`src/rtl/core/rsch_pkg.sv`:
```
// Package for the ray segment closest hit block: widths, default parameters, commands.
// No dependencies.
package rsch_pkg;

    localparam int COORD_W = 24;
    localparam int DIFF_W = COORD_W + 1;
    localparam int PROD_W = 2 * DIFF_W;
    localparam int CROSS_W = PROD_W + 1;
    localparam int CNT_W = 7;
    localparam int IDX_W = 6;
    localparam int MAX_WALLS_DEF = 64;
    localparam int T_FRAC_BITS_DEF = 16;

    localparam logic CMD_LOAD = 1'b0;
    localparam logic CMD_CAST = 1'b1;

endpackage

```
`src/rtl/core/rsch_divider.sv`:
```
// Restoring fractional divider: floor(n * 2^FRAC / d) for 0 <= n <= d, one bit per cycle.
// Uses rsch_pkg.
module rsch_divider
    import rsch_pkg::*;
#(
    parameter int T_FRAC_BITS = T_FRAC_BITS_DEF
)
(
    input  logic                     clk,
    input  logic                     rst_n,
    input  logic                     start,
    input  logic [CROSS_W-1:0]       num,
    input  logic [CROSS_W-1:0]       den,
    output logic                     done,
    output logic [T_FRAC_BITS:0]     quo
);
    localparam int STEP_W = $clog2(T_FRAC_BITS + 1);

    logic [CROSS_W:0]       rem_reg, rem_next;
    logic [CROSS_W-1:0]     den_reg, den_next;
    logic [T_FRAC_BITS:0]   quo_reg, quo_next;
    logic [STEP_W-1:0]      step_reg, step_next;
    logic                   busy_reg, busy_next;
    logic                   done_reg, done_next;
    logic [CROSS_W:0]       shifted;

    assign shifted = {rem_reg[CROSS_W-1:0], 1'b0};

    always_comb
    begin
        rem_next  = rem_reg;
        den_next  = den_reg;
        quo_next  = quo_reg;
        step_next = step_reg;
        busy_next = busy_reg;
        done_next = 1'b0;
        if (start)
        begin
            den_next  = den;
            rem_next  = {1'b0, num};
            quo_next  = '0;
            step_next = '0;
            if (num >= den)
            begin
                quo_next  = {1'b1, {T_FRAC_BITS{1'b0}}};
                done_next = 1'b1;
            end
            else
            begin
                busy_next = 1'b1;
            end
        end
        else if (busy_reg)
        begin
            if (shifted >= {1'b0, den_reg})
            begin
                rem_next = shifted - {1'b0, den_reg};
                quo_next = {quo_reg[T_FRAC_BITS-1:0], 1'b1};
            end
            else
            begin
                rem_next = shifted;
                quo_next = {quo_reg[T_FRAC_BITS-1:0], 1'b0};
            end
            step_next = step_reg + 1'b1;
            if (step_reg == STEP_W'(T_FRAC_BITS - 1))
            begin
                busy_next = 1'b0;
                done_next = 1'b1;
            end
        end
    end

    always_ff @(posedge clk or negedge rst_n)
    begin
        if (!rst_n)
        begin
            busy_reg <= 1'b0;
            done_reg <= 1'b0;
            step_reg <= '0;
        end
        else
        begin
            busy_reg <= busy_next;
            done_reg <= done_next;
            step_reg <= step_next;
        end
    end

    always_ff @(posedge clk)
    begin
        rem_reg <= rem_next;
        den_reg <= den_next;
        quo_reg <= quo_next;
    end

    assign done = done_reg;
    assign quo  = quo_reg;
endmodule

```
`config.mk`:
```
export PLATFORM = sky130hd
export DESIGN_NAME = rsch_divider
export DESIGN_NICKNAME = d
export VERILOG_FILES = /design/src/rtl/core/rsch_pkg.sv /design/src/rtl/core/rsch_divider.sv
export SDC_FILE = /design/constraint.sdc
export NUM_CORES = 1
export LEC_CHECK = 0
export BUFFER_PORTS_ARGS = -buffer_cell sky130_fd_sc_hd__clkbuf_2
export CAP_MARGIN = 20
export CORE_ASPECT_RATIO = 0.5
export CORE_MARGIN = 4
export CORE_UTILIZATION = 27
export DETAILED_ROUTE_END_ITERATION = 7
export GPL_ROUTABILITY_DRIVEN = 0
export PLACE_DENSITY = 0.52
export SLEW_MARGIN = 40
export SYNTH_ARGS = -nofsm -noshare
export SYNTH_HDL_FRONTEND = slang
export SYNTH_SLANG_ARGS = --single-unit
export TNS_END_PERCENT = 1
```
`constraint.sdc`:
```
create_clock -name clk -period 3.6 [get_ports clk]
set_input_delay 0.36 -clock clk [delete_from_list [all_inputs] [get_ports clk]]
set_output_delay 0.36 -clock clk [all_outputs]
set_load 0.03 [all_outputs]
```
==> qor.yml <==
status: "finished, final reports clean"
fin_ws_ns: 0.133
busiest_layer: "met2"
maxSlewViolCount: 0
p_per_area_nw_per_um2: 754
max-cap-violations: 0
hp-class: "in2reg"
cts_root_buf: "clkbuf_16"
grt-ovfl-total: 0
dieHeight_um: 142
synth_edf_count: 119
htreeDepth: 4
cp_cell_sequence: "fa_1, a21o_1, a221oi_4, o31a_2, o211ai_2, a31oi_1, o21ai_1, a2111oi_4, buf_4, buf_12, or2_2, o221ai_1"
grt_usage_pct: 13.7
critical_path_buf_inv_count: 2
core_um2: 34800
fp.dieW_um: 275
grt.met3_usage_pct: 2.97
drc: 0
clock.fmax_mhz: 288
path_delay_family: "compound AO/OA/AOI/OAI gates"
met2_usage_pct: 21.2
clockBufferDepth: 2
slew_headroom_pct: 57.0
synth_seq_cells: 126
async_flop_share_pct: 5.56
fin_total_pwr_mw: 8.70
cp.required_ns: 3.76
end_kind: "register"
fillers: 3682
synth.top_cell.area_share_pct: 37.1
grt_pass1_vias: 8040
place_area_um2: 10900
finalSetupViolCount: 0
yosys_most_used_dff: "edfxtp_1"
dp_cells: 1596
cp_data_arrival_time_ns: 3.63
finalNetCount: 1352
die_area_um2: 39000
fin_crit_sh_pct: 96.3
p_leak_nw: 5.10
yosysSeqAreaShare_pct: 38.9
final_core_util_pct: 33.2
clkSinkCount: 126
ant_nets: 0
wl_um: 26400
vias_per_cell: 4.91
clkLatencyLatePin_ns: 0.45
rsz0062_at_grt: "true"
n_antenna_cell: 0
hold_viol_final: 0
ys_warn_count: 0
multi_input_area_um2: 5250
skew_ns: 0.0113
drive_gt1_share_pct: 17.2
dp_slack_ns: -0.0325
drtIter0Drc: 570
drtPass1Iterations: 5
avgSynthCellArea_um2: 9.40
syn2layout_area_growth_pct: 19.8
crit_fanout: 32
initial_utilization_pct: 27.7
syn-cell-area_um2: 9640
synthTopCellsByArea: "edfxtp_1 (37%), ha_1 (14%), inv_1 (4.4%)"
grt_pass1_wl_um: 42100
fp-row-count: 48
use_met1_pct: 19.1
cp_slowest_stage_delay_ns: 0.48
clk_pin_slew_worst_paths_ns: 0.06
antenna_found_initial: 3
synthDistinctLibCells: 62
synth_nets: 1235
numPortBuffers: 122
cp_slowest_cell: "fa_1"
postSynthCellCount: 1025
vias: 7996
fin_cells: 1630
synth_top_area_cell: "edfxtp_1"
worstMarginPinSlew_ns: 0.638
fin_area_um2: 11500
path_class: "reg2reg"
cts_buffers: 17
dpl.hpwl_um: 20400
crit_path_start_kind: "register"
finalCriticalPeriod_ns: 3.47
seq_area_um2: 3750
peakVddDrop_mv: 0.411
ioPinCount: 123
grt_max_degree: 93
wl_per_cell_um: 16.2
cts_tree: "built"
==> placed cells by master, fill, tap and decap left out, types with 5 or more instances in the layout <==
cell type | Yosys | routed
o211ai_1 | 10 | 10
nand3b_1 | 34 | 34
inv_6 | 0 | 6
o31ai_1 | 8 | 7
nor2b_1 | 35 | 35
and3_1 | 5 | 5
a31oi_1 | 8 | 8
nand3_1 | 14 | 14
a21oi_1 | 70 | 70
a211oi_1 | 7 | 7
clkbuf_2 | 0 | 121
inv_1 | 112 | 112
nand2_1 | 95 | 95
mux2i_1 | 7 | 7
o21ai_0 | 42 | 42
nor3_1 | 12 | 12
nand2b_1 | 8 | 8
nor2_1 | 34 | 34
dfrtp_1 | 7 | 7
ha_1 | 104 | 104
o21a_1 | 10 | 10
edfxtp_1 | 119 | 119
a22oi_1 | 5 | 5
a21o_1 | 33 | 33
clkbuf_16 | 0 | 17
xor2_1 | 24 | 24
o21bai_1 | 11 | 11
xnor2_1 | 26 | 26
o311ai_0 | 31 | 31
buf_4 | 2 | 29
or3_1 | 6 | 6
nand4_1 | 34 | 34
==> area by class of cell <==
class                   instances  area share [%]
clock buffers                  17            3.68
clock inverters                15            1.37
inverters                     112            3.64
multi-input cells             727            45.5
flip-flops and latches        126            32.5
well taps                     475            5.15
repair buffers                158            8.20
==> stage by stage <==
step / setup TNS (ns) / hold slack, ns
floorplan: 0 / 0.0644
global route: -0.0247 / 0.0855
finish: 0 / 0.100
detailed placement: -0.200 / 0.210
CTS: 0 / 0.0745
global placement: 0 / 0.204
==> metal layers <==
layer	vias to the layer above	part of all wire, %	wire [µm]
li1	4005	-	-
met1	3797	49	13000
met2	159	45	11800
met3	29	4.3	1120
met4	6	1.8	465
met5	-	0.11	28
==> path summary, 6_finish.rpt <==
path	endpoint	cells past startpoint	slack (ns)	start
setup reg to reg	rem_reg[47]	12	0.13	rem_reg[0]
setup / recovery	rem_reg[47]	12	0.13	rem_reg[0]
hold reg to reg	step_reg[3]	2	0.55	step_reg[3]
hold / removal	den_reg[10]	1	0.10	den[10]
min in group asynchronous	step_reg[0]	2	0.29	rst_n
max in group asynchronous	step_reg[3]	2	3.14	rst_n
==> where the power goes <==
part	internal, mW	total [mW]	switching [mW]
combinational	1.97	4.66	2.69
clock	1.03	1.76	0.732
sequential	2.08	2.29	0.204
==> repair_timing <==
item | CTS | global route
endpoints found under the hold margin | 7 | 0
setup endpoints to repair | 25 | 31
gates resized for setup | 0 | 5
pin swaps | 1 | 0
setup buffers | 1 | 0
hold buffers | 1 | 0
==> logic make-up (layout without fill, tap and decap cells) <==
logic type | count (synthesis) | count (layout) | share of synthesized area (%)
xor+xnor | 50 | 50 | 4.54
flops | 126 | 126 | 38.9
buf+inv | 172 | 302 | 6.86
mux | 10 | 10 | 1.08
simple gates | 291 | 291 | 15.7
compound gates | 271 | 271 | 19.2
fa+ha+maj | 105 | 105 | 13.7
==> synthesized netlist by cell type, types with 7 or more instances <==
master	number
nand2_1	95
o21bai_1	11
nand2b_1	8
clkbuf_1	51
o311ai_0	31
a21o_1	33
nor2_1	34
mux2i_1	7
a31oi_1	8
inv_1	112
o31ai_1	8
edfxtp_1	119
nor2b_1	35
a211oi_1	7
nor3_1	12
ha_1	104
dfrtp_1	7
o21a_1	10
xnor2_1	26
o211ai_1	10
o21ai_0	42
nand3_1	14
a21oi_1	70
nand4_1	34
nand3b_1	34
xor2_1	24
(Power assumes the default switching activity.)
